**src/hw/rtl/rmn_pkg.sv**
```systemverilog
// Roman numeral encoder: shared types and constants.
// Holds the queued request format and the ASCII codes of the numeral letters.
// No dependencies.
package rmn_pkg;

  // ASCII codes of the numeral letters
  localparam logic [6:0] SYM_I    = 7'h49;
  localparam logic [6:0] SYM_V    = 7'h56;
  localparam logic [6:0] SYM_X    = 7'h58;
  localparam logic [6:0] SYM_L    = 7'h4C;
  localparam logic [6:0] SYM_C    = 7'h43;
  localparam logic [6:0] SYM_D    = 7'h44;
  localparam logic [6:0] SYM_M    = 7'h4D;
  localparam logic [6:0] SYM_NONE = 7'h00;

  // Decimal digit places, most significant first
  localparam logic [1:0] POS_THOU = 2'd0;
  localparam logic [1:0] POS_HUND = 2'd1;
  localparam logic [1:0] POS_TENS = 2'd2;
  localparam logic [1:0] POS_ONES = 2'd3;

  // Classified request: error flag and decimal digits indexed by place
  typedef struct packed {
    logic            err;
    logic [3:0][3:0] dig;
  } rmn_item_t;

endpackage

```
**src/hw/rtl/rmn_in_if.sv**
```systemverilog
// Input channel of the Roman numeral encoder: valid/ready plus the value.
// No dependencies.
interface rmn_in_if;
  logic        valid;
  logic        ready;
  logic [11:0] value;

  modport source (output valid, output value, input ready);
  modport sink   (input valid, input value, output ready);
endinterface

```
**src/hw/rtl/rmn_out_if.sv**
```systemverilog
// Result channel of the Roman numeral encoder: one character per transfer, last ends a request.
// No dependencies.
interface rmn_out_if;
  logic       valid;
  logic       ready;
  logic [6:0] symbol;
  logic       last;
  logic       error;

  modport source (output valid, output symbol, output last, output error, input ready);
  modport sink   (input valid, input symbol, input last, input error, output ready);
endinterface

```
**src/hw/rtl/integer_to_roman_encoder.sv**
```systemverilog
// Integer to Roman numeral encoder, top level.
// Throughput: one character per cycle unless the output stalls. A numeral
// has 1 to 15 characters and an out-of-range value gives one error character;
// the back-end sequencer takes the next value as the last character goes out.
// Reset (synchronous, active low) clears valid flags, queue counts and sequencer.
module integer_to_roman_encoder
  import rmn_pkg::*;
#(
  parameter int QueueDepth = 2
) (
  input  logic      clk,
  input  logic      rst_n,
  rmn_in_if.sink    in_chan,
  rmn_out_if.source out_chan
);

  logic      fq_valid;
  logic      fq_ready;
  rmn_item_t fq_item;
  logic      q_valid;
  logic      q_ready;
  rmn_item_t q_item;

  // Range check and digit split
  rmn_front u_front (
    .clk      (clk),
    .rst_n    (rst_n),
    .in_valid (in_chan.valid),
    .in_ready (in_chan.ready),
    .in_value (in_chan.value),
    .fq_valid (fq_valid),
    .fq_ready (fq_ready),
    .fq_item  (fq_item)
  );

  // Decoupling queue
  rmn_queue #(.Depth(QueueDepth)) u_queue (
    .clk      (clk),
    .rst_n    (rst_n),
    .wr_valid (fq_valid),
    .wr_ready (fq_ready),
    .wr_item  (fq_item),
    .rd_valid (q_valid),
    .rd_ready (q_ready),
    .rd_item  (q_item)
  );

  // Character sequencer
  rmn_back u_back (
    .clk        (clk),
    .rst_n      (rst_n),
    .q_valid    (q_valid),
    .q_ready    (q_ready),
    .q_item     (q_item),
    .out_valid  (out_chan.valid),
    .out_ready  (out_chan.ready),
    .out_symbol (out_chan.symbol),
    .out_last   (out_chan.last),
    .out_error  (out_chan.error)
  );

  // An error request is a single closing character with no letter
  a_err_single: assert property (@(posedge clk) disable iff (!rst_n)
    out_chan.valid && out_chan.error |-> out_chan.last && out_chan.symbol == SYM_NONE)
    else $error("error request not a lone closing character");

  // A normal character is always a numeral letter
  a_letter: assert property (@(posedge clk) disable iff (!rst_n)
    out_chan.valid && !out_chan.error |->
      out_chan.symbol == SYM_I || out_chan.symbol == SYM_V || out_chan.symbol == SYM_X ||
      out_chan.symbol == SYM_L || out_chan.symbol == SYM_C || out_chan.symbol == SYM_D ||
      out_chan.symbol == SYM_M)
    else $error("character outside the numeral alphabet");

  // A request stalled at the queue input keeps its digits
  a_front_hold: assert property (@(posedge clk) disable iff (!rst_n)
    fq_valid && !fq_ready |=> fq_valid && $stable(fq_item))
    else $error("front end dropped or altered a stalled request");

endmodule

```
**src/hw/rtl/rmn_front.sv**
```systemverilog
// Front end: registers the value, checks its range and splits it into
// decimal digits over two pipeline stages. Uses rmn_pkg.
module rmn_front
  import rmn_pkg::*;
(
  input  logic        clk,
  input  logic        rst_n,
  input  logic        in_valid,
  output logic        in_ready,
  input  logic [11:0] in_value,
  output logic        fq_valid,
  input  logic        fq_ready,
  output rmn_item_t   fq_item
);

  localparam logic [11:0] MaxValue = 12'd3999;
  localparam logic [5:0]  Recip100 = 6'd41;   // 41/4096 ~ 1/100 for x < 1000
  localparam logic [6:0]  Recip10  = 7'd103;  // 103/1024 ~ 1/10 for x < 100

  logic        s1_valid_r;
  logic [11:0] value_r;
  logic        s2_valid_r;
  logic        s2_err_r;
  logic [3:0]  s2_thou_r;
  logic [3:0]  s2_hund_r;
  logic [6:0]  s2_rem_r;

  logic        s1_free;
  logic        s2_free;
  logic        s1_err;
  logic [1:0]  s1_thou;
  logic [11:0] s1_rem1;
  logic [15:0] s1_hprod;
  logic [3:0]  s1_hund;
  logic [6:0]  s1_rem2;
  logic [13:0] s2_tprod;
  logic [3:0]  s2_tens;
  logic [3:0]  s2_ones;

  assign s2_free  = !s2_valid_r || fq_ready;
  assign s1_free  = !s1_valid_r || s2_free;
  assign in_ready = s1_free;

  // Stage 1: range check, thousands by compare, hundreds by reciprocal
  always_comb begin
    s1_err = (value_r == 12'd0) || (value_r > MaxValue);
    if (value_r >= 12'd3000) begin
      s1_thou = 2'd3;
    end else if (value_r >= 12'd2000) begin
      s1_thou = 2'd2;
    end else if (value_r >= 12'd1000) begin
      s1_thou = 2'd1;
    end else begin
      s1_thou = 2'd0;
    end
    s1_rem1  = value_r - 12'(s1_thou * 12'd1000);
    s1_hprod = 16'(s1_rem1[9:0]) * 16'(Recip100);
    s1_hund  = s1_hprod[15:12];
    s1_rem2  = 7'(s1_rem1 - 12'(s1_hund * 12'd100));
  end

  // Stage 2: tens by reciprocal, ones by subtraction
  always_comb begin
    s2_tprod = 14'(s2_rem_r) * 14'(Recip10);
    s2_tens  = s2_tprod[13:10];
    s2_ones  = 4'(s2_rem_r - 7'(s2_tens * 7'd10));
  end

  assign fq_valid            = s2_valid_r;
  assign fq_item.err         = s2_err_r;
  assign fq_item.dig[POS_THOU] = s2_thou_r;
  assign fq_item.dig[POS_HUND] = s2_hund_r;
  assign fq_item.dig[POS_TENS] = s2_tens;
  assign fq_item.dig[POS_ONES] = s2_ones;

  // Pipeline control
  always_ff @(posedge clk) begin
    if (!rst_n) begin
      s1_valid_r <= 1'b0;
      s2_valid_r <= 1'b0;
    end else begin
      if (s1_free) s1_valid_r <= in_valid;
      if (s2_free) s2_valid_r <= s1_valid_r;
    end
  end

  // Pipeline payload
  always_ff @(posedge clk) begin
    if (s1_free && in_valid) value_r <= in_value;
    if (s2_free && s1_valid_r) begin
      s2_err_r  <= s1_err;
      s2_thou_r <= {2'b00, s1_thou};
      s2_hund_r <= s1_hund;
      s2_rem_r  <= s1_rem2;
    end
  end

endmodule

```
**src/hw/rtl/rmn_queue.sv**
```systemverilog
// Short request queue between front end and back end.
// Register-based FIFO of rmn_item_t. Uses rmn_pkg.
module rmn_queue
  import rmn_pkg::*;
#(
  parameter int Depth = 2
) (
  input  logic      clk,
  input  logic      rst_n,
  input  logic      wr_valid,
  output logic      wr_ready,
  input  rmn_item_t wr_item,
  output logic      rd_valid,
  input  logic      rd_ready,
  output rmn_item_t rd_item
);

  localparam int PtrW = (Depth > 1) ? $clog2(Depth) : 1;
  localparam int CntW = $clog2(Depth + 1);
  localparam logic [PtrW-1:0] LastPtr = PtrW'(Depth - 1);
  localparam logic [CntW-1:0] Full    = CntW'(Depth);

  rmn_item_t       mem_r [Depth];
  logic [PtrW-1:0] wr_ptr_r;
  logic [PtrW-1:0] rd_ptr_r;
  logic [CntW-1:0] count_r;
  logic            push;
  logic            pop;

  assign wr_ready = (count_r != Full);
  assign rd_valid = (count_r != '0);
  assign rd_item  = mem_r[rd_ptr_r];
  assign push     = wr_valid && wr_ready;
  assign pop      = rd_valid && rd_ready;

  // Pointers and fill count
  always_ff @(posedge clk) begin
    if (!rst_n) begin
      wr_ptr_r <= '0;
      rd_ptr_r <= '0;
      count_r  <= '0;
    end else begin
      if (push) wr_ptr_r <= (wr_ptr_r == LastPtr) ? '0 : wr_ptr_r + 1'b1;
      if (pop)  rd_ptr_r <= (rd_ptr_r == LastPtr) ? '0 : rd_ptr_r + 1'b1;
      if (push && !pop)      count_r <= count_r + 1'b1;
      else if (pop && !push) count_r <= count_r - 1'b1;
    end
  end

  // Storage
  always_ff @(posedge clk) begin
    if (push) mem_r[wr_ptr_r] <= wr_item;
  end

endmodule

```
**src/hw/rtl/rmn_back.sv**
```systemverilog
// Back end: walks the digits of one request and emits one numeral character
// per cycle, unless the output stalls, into a registered output. Uses rmn_pkg.
module rmn_back
  import rmn_pkg::*;
(
  input  logic      clk,
  input  logic      rst_n,
  input  logic      q_valid,
  output logic      q_ready,
  input  rmn_item_t q_item,
  output logic      out_valid,
  input  logic      out_ready,
  output logic [6:0] out_symbol,
  output logic      out_last,
  output logic      out_error
);

  // Characters needed for one decimal digit
  function automatic logic [2:0] dig_len(input logic [3:0] d);
    logic [2:0] n;
    case (d)
      4'd1, 4'd5:             n = 3'd1;
      4'd2, 4'd4, 4'd6, 4'd9: n = 3'd2;
      4'd3, 4'd7:             n = 3'd3;
      4'd8:                   n = 3'd4;
      default:                n = 3'd0;
    endcase
    return n;
  endfunction

  // Lowest set place in a mask of nonzero digits
  function automatic logic [1:0] low_place(input logic [3:0] m);
    logic [1:0] p;
    p = POS_ONES;
    for (int i = 3; i >= 0; i--) begin
      if (m[i]) p = 2'(i);
    end
    return p;
  endfunction

  rmn_item_t  item_r;
  logic       busy_r;
  logic [1:0] pos_r;
  logic [1:0] k_r;
  logic       out_valid_r;
  logic [6:0] out_symbol_r;
  logic       out_last_r;
  logic       out_error_r;

  logic [3:0] cur_dig;
  logic [2:0] cur_len;
  logic [3:0] nz;
  logic [3:0] nz_above;
  logic [3:0] nz_new;
  logic       fin_digit;
  logic       more;
  logic       out_free;
  logic       emit;
  logic       item_done;
  logic       pop;
  logic [6:0] sym_one;
  logic [6:0] sym_five;
  logic [6:0] sym_ten;
  logic [6:0] sym;

  assign cur_dig   = item_r.dig[pos_r];
  assign cur_len   = dig_len(cur_dig);
  assign fin_digit = ((3'(k_r) + 3'd1) == cur_len);

  // Nonzero digit places, and those after the current one
  always_comb begin
    for (int i = 0; i < 4; i++) begin
      nz[i]     = (item_r.dig[i] != 4'd0);
      nz_new[i] = (q_item.dig[i] != 4'd0);
      nz_above[i] = nz[i] && (2'(i) > pos_r);
    end
  end
  assign more = (nz_above != 4'd0);

  // Letters for the current place
  always_comb begin
    case (pos_r)
      POS_THOU: begin
        sym_one = SYM_M; sym_five = SYM_NONE; sym_ten = SYM_NONE;
      end
      POS_HUND: begin
        sym_one = SYM_C; sym_five = SYM_D; sym_ten = SYM_M;
      end
      POS_TENS: begin
        sym_one = SYM_X; sym_five = SYM_L; sym_ten = SYM_C;
      end
      default: begin
        sym_one = SYM_I; sym_five = SYM_V; sym_ten = SYM_X;
      end
    endcase
  end

  // Character k of the current digit
  always_comb begin
    if (item_r.err) begin
      sym = SYM_NONE;
    end else if (cur_dig == 4'd9) begin
      sym = (k_r == 2'd0) ? sym_one : sym_ten;
    end else if (cur_dig == 4'd4) begin
      sym = (k_r == 2'd0) ? sym_one : sym_five;
    end else if (cur_dig >= 4'd5) begin
      sym = (k_r == 2'd0) ? sym_five : sym_one;
    end else begin
      sym = sym_one;
    end
  end

  assign out_free  = !out_valid_r || out_ready;
  assign emit      = busy_r && out_free;
  assign item_done = emit && (item_r.err || (fin_digit && !more));
  assign pop       = q_valid && (!busy_r || item_done);
  assign q_ready   = !busy_r || item_done;

  // Sequencer state
  always_ff @(posedge clk) begin
    if (!rst_n) begin
      busy_r      <= 1'b0;
      out_valid_r <= 1'b0;
      pos_r       <= POS_THOU;
      k_r         <= 2'd0;
    end else begin
      if (out_free) out_valid_r <= emit;
      if (pop) begin
        busy_r <= 1'b1;
        pos_r  <= low_place(nz_new);
        k_r    <= 2'd0;
      end else if (item_done) begin
        busy_r <= 1'b0;
      end else if (emit) begin
        if (fin_digit) begin
          pos_r <= low_place(nz_above);
          k_r   <= 2'd0;
        end else begin
          k_r <= k_r + 2'd1;
        end
      end
    end
  end

  // Request and output payload
  always_ff @(posedge clk) begin
    if (pop) item_r <= q_item;
    if (emit) begin
      out_symbol_r <= sym;
      out_last_r   <= item_done;
      out_error_r  <= item_r.err;
    end
  end

  assign out_valid  = out_valid_r;
  assign out_symbol = out_symbol_r;
  assign out_last   = out_last_r;
  assign out_error  = out_error_r;

endmodule
```
**src/flat_wrapper.sv**
```systemverilog
// flat-port wrapper written by rule: the top's interface ports become plain ports
module integer_to_roman_encoder_flat import rmn_pkg::*;
#(
  parameter int QueueDepth = 2
)
  (clk, rst_n, in_chan_valid, in_chan_value, in_chan_ready, out_chan_valid, out_chan_symbol, out_chan_last, out_chan_error, out_chan_ready);
  rmn_in_if in_chan_i ();
  rmn_out_if out_chan_i ();
  input  logic clk;
  input  logic rst_n;
  input wire logic [$bits(in_chan_i.valid)-1:0] in_chan_valid;
  input wire logic [$bits(in_chan_i.value)-1:0] in_chan_value;
  output wire logic [$bits(in_chan_i.ready)-1:0] in_chan_ready;
  output wire logic [$bits(out_chan_i.valid)-1:0] out_chan_valid;
  output wire logic [$bits(out_chan_i.symbol)-1:0] out_chan_symbol;
  output wire logic [$bits(out_chan_i.last)-1:0] out_chan_last;
  output wire logic [$bits(out_chan_i.error)-1:0] out_chan_error;
  input wire logic [$bits(out_chan_i.ready)-1:0] out_chan_ready;
  assign in_chan_i.valid = in_chan_valid;
  assign in_chan_i.value = in_chan_value;
  assign in_chan_ready = in_chan_i.ready;
  assign out_chan_valid = out_chan_i.valid;
  assign out_chan_symbol = out_chan_i.symbol;
  assign out_chan_last = out_chan_i.last;
  assign out_chan_error = out_chan_i.error;
  assign out_chan_i.ready = out_chan_ready;
  integer_to_roman_encoder #(.QueueDepth(QueueDepth)) u_core (.clk(clk), .rst_n(rst_n), .in_chan(in_chan_i), .out_chan(out_chan_i));
endmodule
```
**config.mk**
```make
export PLATFORM = sky130hd
export DESIGN_NAME = integer_to_roman_encoder_flat
export DESIGN_NICKNAME = d
export VERILOG_FILES = /design/src/hw/rtl/rmn_pkg.sv /design/src/hw/rtl/rmn_in_if.sv /design/src/hw/rtl/rmn_out_if.sv /design/src/hw/rtl/integer_to_roman_encoder.sv /design/src/hw/rtl/rmn_front.sv /design/src/hw/rtl/rmn_queue.sv /design/src/hw/rtl/rmn_back.sv /design/src/flat_wrapper.sv
export SDC_FILE = /design/constraint.sdc
export NUM_CORES = 1
export LEC_CHECK = 0
export ABC_AREA = 1
export BUFFER_PORTS_ARGS = -buffer_cell sky130_fd_sc_hd__buf_2
export CORE_UTILIZATION = 57
export DETAILED_ROUTE_END_ITERATION = 6
export PLACE_DENSITY_LB_ADDON = 0.05
export SYNTH_ARGS = -nofsm -noshare
export SYNTH_HDL_FRONTEND = slang
export SYNTH_HIERARCHICAL = 1
export SYNTH_SLANG_ARGS = --single-unit
```
**constraint.sdc**
```tcl
create_clock -name clk -period 10.7 [get_ports clk]
set_input_delay 0.535 -clock clk [delete_from_list [all_inputs] [get_ports clk]]
set_output_delay 0.535 -clock clk [all_outputs]
set_load 0.05 [all_outputs]
```
==> flow_summary.yaml, run 1 <==
status:
  status: "finished, violations left"
  violations: "design-rule violations"
clock_network:
  clock_latency_ns: 0.34
  cts_tree: "done"
  h-tree-depth: 3
  cts_buffer_depth: 2
  ctsHoldBuffers: 0
  cts.sinks: 98
  root_buffer: "clkbuf_16"
  post_cts_buffers: 0
  numCtsBuffers: 9
  cts.clk_slew.worst_paths_ns: 0.07
  ctsResizeCount: 0
synthesis:
  synthArstFlopShare_pct: 0
  synthSimpleGateAreaFrac_pct: 17.41
  synth_edf_count: 85
  synth_area_leaders: "edfxtp_1, ha_1, nand2_1"
  syn_avg_cell_area_um2: 9.826
  yosys_warnings: 6
  synthAdderAreaFrac_pct: 20.30
  synth_most_common_cell: "nand2_1"
  synth_xor_area_share_pct: 2.144
  synth_top_family_by_area: "adder cells"
  ys_seq_area_share_pct: 41.19
  synth-seq-cells: 98
  synth_area_um2: 6829
  synthDominantCellAreaShare_pct: 37.38
  synthTopCellsByCount: "nand2_1, inv_1, ha_1, edfxtp_1, nor2_1"
  synth_compound_area_share_pct: 7.292
  syn_inst: 695
  synth-main-ff-cell: "edfxtp_1"
  synth_mux_area_share_pct: 3.353
  yosysTopAreaCell: "edfxtp_1"
  synth_cell_type_count: 52
sta:
  hold_viol_final: 0
  finalMaxSlewViolations: 0
  setup-tns-final_ns: 0
  min_period_over_period_pct: 59.73
  fin_skew_ns: 0.007805
  setup_viol: 0
  worst_pin_slew_ns: 0.9593
  finalCriticalPeriod_ns: 6.391
  grt_setup_unrepaired: "false"
  relSlewSlack_pct: 35.96
  fmax_mhz: 156.5
worst_setup_path:
  arrival_ns: 6.49
  max_stage_delay_ns: 0.48
  cp-end-kind: "flop"
  critPathRequiredTime_ns: 10.80
  cp_common_cell: "ha_1"
  path_max_fanout: 5
  cpMaxStageDelayCell: "edfxtp_1"
  cp-start-kind: "flop"
  critPathKind: "flop to flop"
floorplan:
  num_rows: 39
  fp.dieW_um: 111.5
  core_area_um2: 11560
  dieArea_um2: 12420
  start_util_pct: 59.05
  ios: 27
  die_h_um: 111.5
placed_design:
  dp_cells: 856
  dpl_cell_area_um2: 7037
  port_buffers: 25
  gp_congestion: 0.8248
  hpwl_mm: 9.553
layout:
  area_delta_synth_final_pct: 7.439
  filler_cell_count: 936
  antenna_cells: 0
  post-route-cell-area_um2: 7337
  nNetsFinal: 843
  fin_cells: 872
  drive_above_1_share_pct: 14.40
global_route:
  grt_max_degree: 19
  gr-total-overflow: 0
  grt_pass1_wl_mm: 20.70
  antenna_found_initial: 0
  track_usage_pct: 20.80
  grt_pass1_vias: 4572
job:
  cap_violations: 0
route:
  detail-route-antenna-nets: 0
  drt-initial-drc-count: 313
  remaining_drc_errors: 1
  wirelength_mm: 12.02
  drt-wirelength-per-cell_um: 13.78
  vias: 4676
  firstDrtPassIters: 7
  viasPerCell: 5.362
hold_path:
  hold_path_class: "primary input to flop"
flip-flops by register name, indices dropped and copies added (netlist names), 4 cells and up, named ones only:
name,cells
u_core/u_back/item_r,17
u_core/u_front/s2_hund_r,4
u_core/u_front/value_r,12
u_core/u_front/s2_rem_r,7
u_core/u_queue/mem_r,34
u_core/u_back/out_symbol,6
per-stage QoR:
step | setup slack (ns) | utilization (%) | hold slack, ns
global placement | 4.664 | 60.85 | 0.4303
CTS | 4.415 | 63.44 | 0.3500
floorplan | 4.945 | - | 0.4215
global route | 3.913 | 63.44 | 0.3481
detailed placement | 4.493 | 60.85 | 0.4405
finish | 4.309 | 63.44 | 0.3692
critical path, delay by kind of cell (launching register included):
kind	cells	cell delay (ns)
flip-flops	1	0.48
AND/OR/NAND/NOR	14	1.38
buffers and inverters	5	0.36
XOR/XNOR	1	0.17
AO/OA/AOI/OAI	7	1.33
adder cells (fa/ha/maj)	8	2.45
per-layer routing:
metal	vias up	global-route usage [%]	wire length [um]
met2	91	36.33	5951
met3	4	3.157	341
met1	2174	26.83	5656
li1	2407	-	-
met5	-	0	0
met4	0	6.036	65
area by class of cell:
type                            count  area, um^2  area share [%]
Multi-Input combinational cell    471        3460           47.15
Sequential cell                    98        2813           38.34
Inverter                          116       437.9           5.969
Clock buffer                       10       239.0           3.257
Tap cell                          143       178.9           2.439
Timing Repair Buffer               28       147.6           2.012
Clock inverter                      6       61.31          0.8356
worst paths after layout:
kind                            cells after the start                                   from                                    to  slack (ns)
worst max register to register                     35    u_core/u_front/value_r[5]$_DFFE_PP_  u_core/u_front/s2_rem_r[6]$_DFFE_PP_        4.31
worst min register to register                      0  u_core/u_front/s2_thou_r[1]$_DFFE_PP_  u_core/u_queue/mem_r[1][1]$_DFFE_PP_        0.45
worst max-delay path                               35    u_core/u_front/value_r[5]$_DFFE_PP_  u_core/u_front/s2_rem_r[6]$_DFFE_PP_        4.31
worst min-delay path                                1                       in_chan_value[9]   u_core/u_front/value_r[9]$_DFFE_PP_        0.37
cells by family after synthesis:
group	count (synthesis)
AO/OA/AOI/OAI	82
XOR/XNOR	15
adder cells (fa/ha/maj)	103
buffers and inverters	127
flip-flops	98
multiplexers	17
other	2
AND/OR/NAND/NOR	251
layout by cell type (no fill, tap or decap), types with 4 or more instances in the layout:
cell       instances
a21oi_1           31
a31oi_1            6
buf_2             25
clkbuf_16          9
dfxtp_1           13
edfxtp_1          85
fa_1              13
ha_1              90
inv_1            108
inv_2              4
mux2_2             7
mux2_4            10
nand2_1          129
nand2_2           12
nand2_4            7
nand3_1           36
nand4_1            8
nor2_1            37
nor4_1             4
o21ai_0           21
xnor2_1            6
xor2_1             7
Power of run 1 is left out: the tool's default activity adds up to more than one toggle a clock period on the data nets, which glitch-free logic cannot reach.
==> run 2: changes to the inputs <==
--- a/config.mk
+++ b/config.mk
@@ -5,7 +5,7 @@
 export SDC_FILE = /design/constraint.sdc
 export NUM_CORES = 1
 export LEC_CHECK = 0
-export ABC_AREA = 1
+export ABC_AREA = 0
 export BUFFER_PORTS_ARGS = -buffer_cell sky130_fd_sc_hd__buf_2
 export CORE_UTILIZATION = 57
 export DETAILED_ROUTE_END_ITERATION = 6
==> constraint.sdc (replaced) <==
create_clock -name clk -period 5.5 [get_ports clk]
set_input_delay 0.275 -clock clk [delete_from_list [all_inputs] [get_ports clk]]
set_output_delay 0.275 -clock clk [all_outputs]
set_load 0.05 [all_outputs]
==> flow_summary.yaml, run 2 <==
synthesis:
  synth-seq-cells: 98
  synthDominantCellAreaShare_pct: 39.63
  ys_seq_area_share_pct: 43.67
  synth_area_leaders: "edfxtp_1, ha_1, dfxtp_1"
  syn_inst: 535
  synth-main-ff-cell: "edfxtp_1"
  yosys_warnings: 6
  synth_edf_count: 85
  syn_avg_cell_area_um2: 12.04
  synthTopCellsByCount: "ha_1, edfxtp_1, inv_1, nor2_1, xnor2_1"
  synth_most_common_cell: "ha_1"
  synth_area_um2: 6441
  synth_cell_type_count: 73
  synthArstFlopShare_pct: 0
  yosysTopAreaCell: "edfxtp_1"
global_route:
  use_met1_pct: 25.94
  grt_pass1_wl_mm: 19.54
  grt_pass1_vias: 4301
  grtUsageMet2_pct: 38.35
  use_met3_pct: 4.340
  grt_max_degree: 20
  track_usage_pct: 21.69
  grt.busiest_layer: "met2"
  gr-total-overflow: 0
  antenna_found_initial: 0
worst_setup_path:
  cp_num_buf_inv: 4
  r2r_slack_ns: 0.03
  path_max_fanout: 5
  cpMaxStageDelayCell: "edfxtp_1"
  max_stage_delay_ns: 0.46
  r2r_cells: 30
  critPathKind: "flop to flop"
  critPathLaunch: "u_core/u_front/value_r[5]$_DFFE_PP_"
  arrival_ns: 5.55
  worst-path-stages: 30
  cp_common_cell: "ha_4"
  critPathRequiredTime_ns: 5.58
  rr_startpoint: "u_core/u_front/value_r[5]$_DFFE_PP_"
  worstSetupEndpoint: "u_core/u_front/s2_rem_r[6]$_DFFE_PP_"
  critPathTopFamily: "adder cells"
  cp-start-kind: "flop"
  rr_endpoint: "u_core/u_front/s2_rem_r[6]$_DFFE_PP_"
  cp-end-kind: "flop"
layout:
  mostFrequentLayoutCells: "edfxtp_1, ha_1, inv_1, buf_4, buf_2"
  nNetsFinal: 722
  top_regs: "u_core/u_queue/mem_r x34, u_core/u_back/item_r x17, u_core/u_front/value_r x12"
  drive_above_1_share_pct: 29.28
  largest-register: "u_core/u_queue/mem_r"
  utilization_pct: 69.82
  fin_cells: 748
  largest_register_ffs: 34
  area_delta_synth_final_pct: 18.53
  antenna_cells: 0
  layout_commonest_cell: "edfxtp_1"
clock_network:
  numCtsBuffers: 9
  root_buffer: "clkbuf_16"
  cts_tree: "done"
  cts.sinks: 98
  h-tree-depth: 3
  cts.clk_slew.worst_paths_ns: 0.07
  cts_buffer_depth: 2
  clock_latency_ns: 0.34
route:
  drt-wirelength-per-cell_um: 16.19
  detail-route-antenna-nets: 0
  wirelength_mm: 12.11
  firstDrtPassIters: 4
  vias: 4243
  viasPerCell: 5.672
  remaining_drc_errors: 0
  drt-initial-drc-count: 190
sta:
  finalMaxSlewViolations: 0
  fmax_mhz: 182.9
  timing.final.ws_setup_ns: 0.03303
  grt_setup_unrepaired: "true"
  fin_skew_ns: 0.01114
  finalCriticalPeriod_ns: 5.467
  min_period_over_period_pct: 99.40
  hold_viol_final: 0
  relSlewSlack_pct: 42.39
  whs_ns: 0.1087
  worst_pin_slew_ns: 0.8641
  setup_viol: 0
placed_design:
  dp_cells: 724
  gp_congestion: 0.8388
  pre_cts_slack_ns: -0.2581
  port_buffers: 25
  hpwl_mm: 9.207
job:
  cap_violations: 0
floorplan:
  ios: 27
  die_h_um: 108.3
  fp.dieW_um: 108.3
  start_util_pct: 58.90
  num_rows: 38
  dieArea_um2: 11730
  core_area_um2: 10940
hold_path:
  hold_path_class: "primary input to flop"
status:
  status: "complete, no violations"
run 2: cell count changes after synthesis, sizes merged, moves of 5 or more:
| cell | previous run | this run |
|---|---|---|
| nand4 | 10 | 2 |
| nor3 | 2 | 13 |
| xnor2 | 6 | 20 |
| nand3 | 40 | 9 |
| nor2 | 40 | 23 |
| nor2b | 0 | 8 |
| nand2 | 148 | 9 |
| and2 | 1 | 6 |
| inv | 113 | 67 |
| a21oi | 34 | 20 |
| nor4 | 4 | 10 |
run 2: area by class of cell:
| type | count | area [um^2] |
|---|---|---|
| Inverter | 67 | 251.5 |
| Clock inverter | 6 | 50.05 |
| Timing Repair Buffer | 67 | 451.7 |
| Fill cell | 778 | 3301 |
| Multi-Input combinational cell | 360 | 3655 |
| Clock buffer | 10 | 239.0 |
| Sequential cell | 98 | 2813 |
| Tap cell | 140 | 175.2 |
run 2: routing by layer:
metal	share of wire (%)	wire length [um]
met4	2.1	250
met1	44	5274
met5	0	0
met3	2.9	346
met2	52	6240
run 2: cell families after synthesis:
logic type      after synthesis  share of synthesized area (%)
xor+xnor                     32                          4.351
simple gates                102                          9.091
compound gates               93                          10.70
other cells                   2                         0.1166
fa+ha+maj                   103                          21.52
mux                          27                          5.342
flops                        98                          43.67
buf+inv                      78                          5.206
run 2: stage by stage:
stage,setup TNS (ns),area [um^2]
after floorplan,0,6476
after global placement,-0.1152,6948
after detailed placement,-0.2581,6948
after CTS,0,7421
after global routing,-0.3028,7635
final,0,7635
run 2: timing repair:
| item | in CTS | in global routing |
|---|---|---|
| hold buffers | 0 | 0 |
| resized for setup | 29 | 29 |
| setup endpoints to repair | 2 | 2 |
| pin swaps | 28 | 40 |
| setup buffers | 2 | 6 |
run 2: worst min path at each step:
stage	startpoint	to	cells past startpoint
global placement	u_core/u_front/s2_hund_r[0]$_DFFE_PP_	u_core/u_queue/mem_r[1][4]$_DFFE_PP_	0
CTS	in_chan_value[6]	u_core/u_front/value_r[6]$_DFFE_PP_	1
floorplan	in_chan_value[0]	u_core/u_front/value_r[0]$_DFFE_PP_	0
finish	in_chan_value[6]	u_core/u_front/value_r[6]$_DFFE_PP_	1
detailed placement	u_core/u_front/s2_hund_r[2]$_DFFE_PP_	u_core/u_queue/mem_r[1][6]$_DFFE_PP_	0
global route	in_chan_value[4]	u_core/u_front/value_r[4]$_DFFE_PP_	1
run 2: worst reg2reg max path, delay by kind of cell (launching register included):
family                   cells  cell delay, ns
buffers and inverters        4            0.35
AND/OR/NAND/NOR              5            0.43
AO/OA/AOI/OAI                8            1.20
flip-flops                   1            0.46
adder cells (fa/ha/maj)      8            2.09
XOR/XNOR                     5            0.70
Power of run 2 is left out for the same reason.
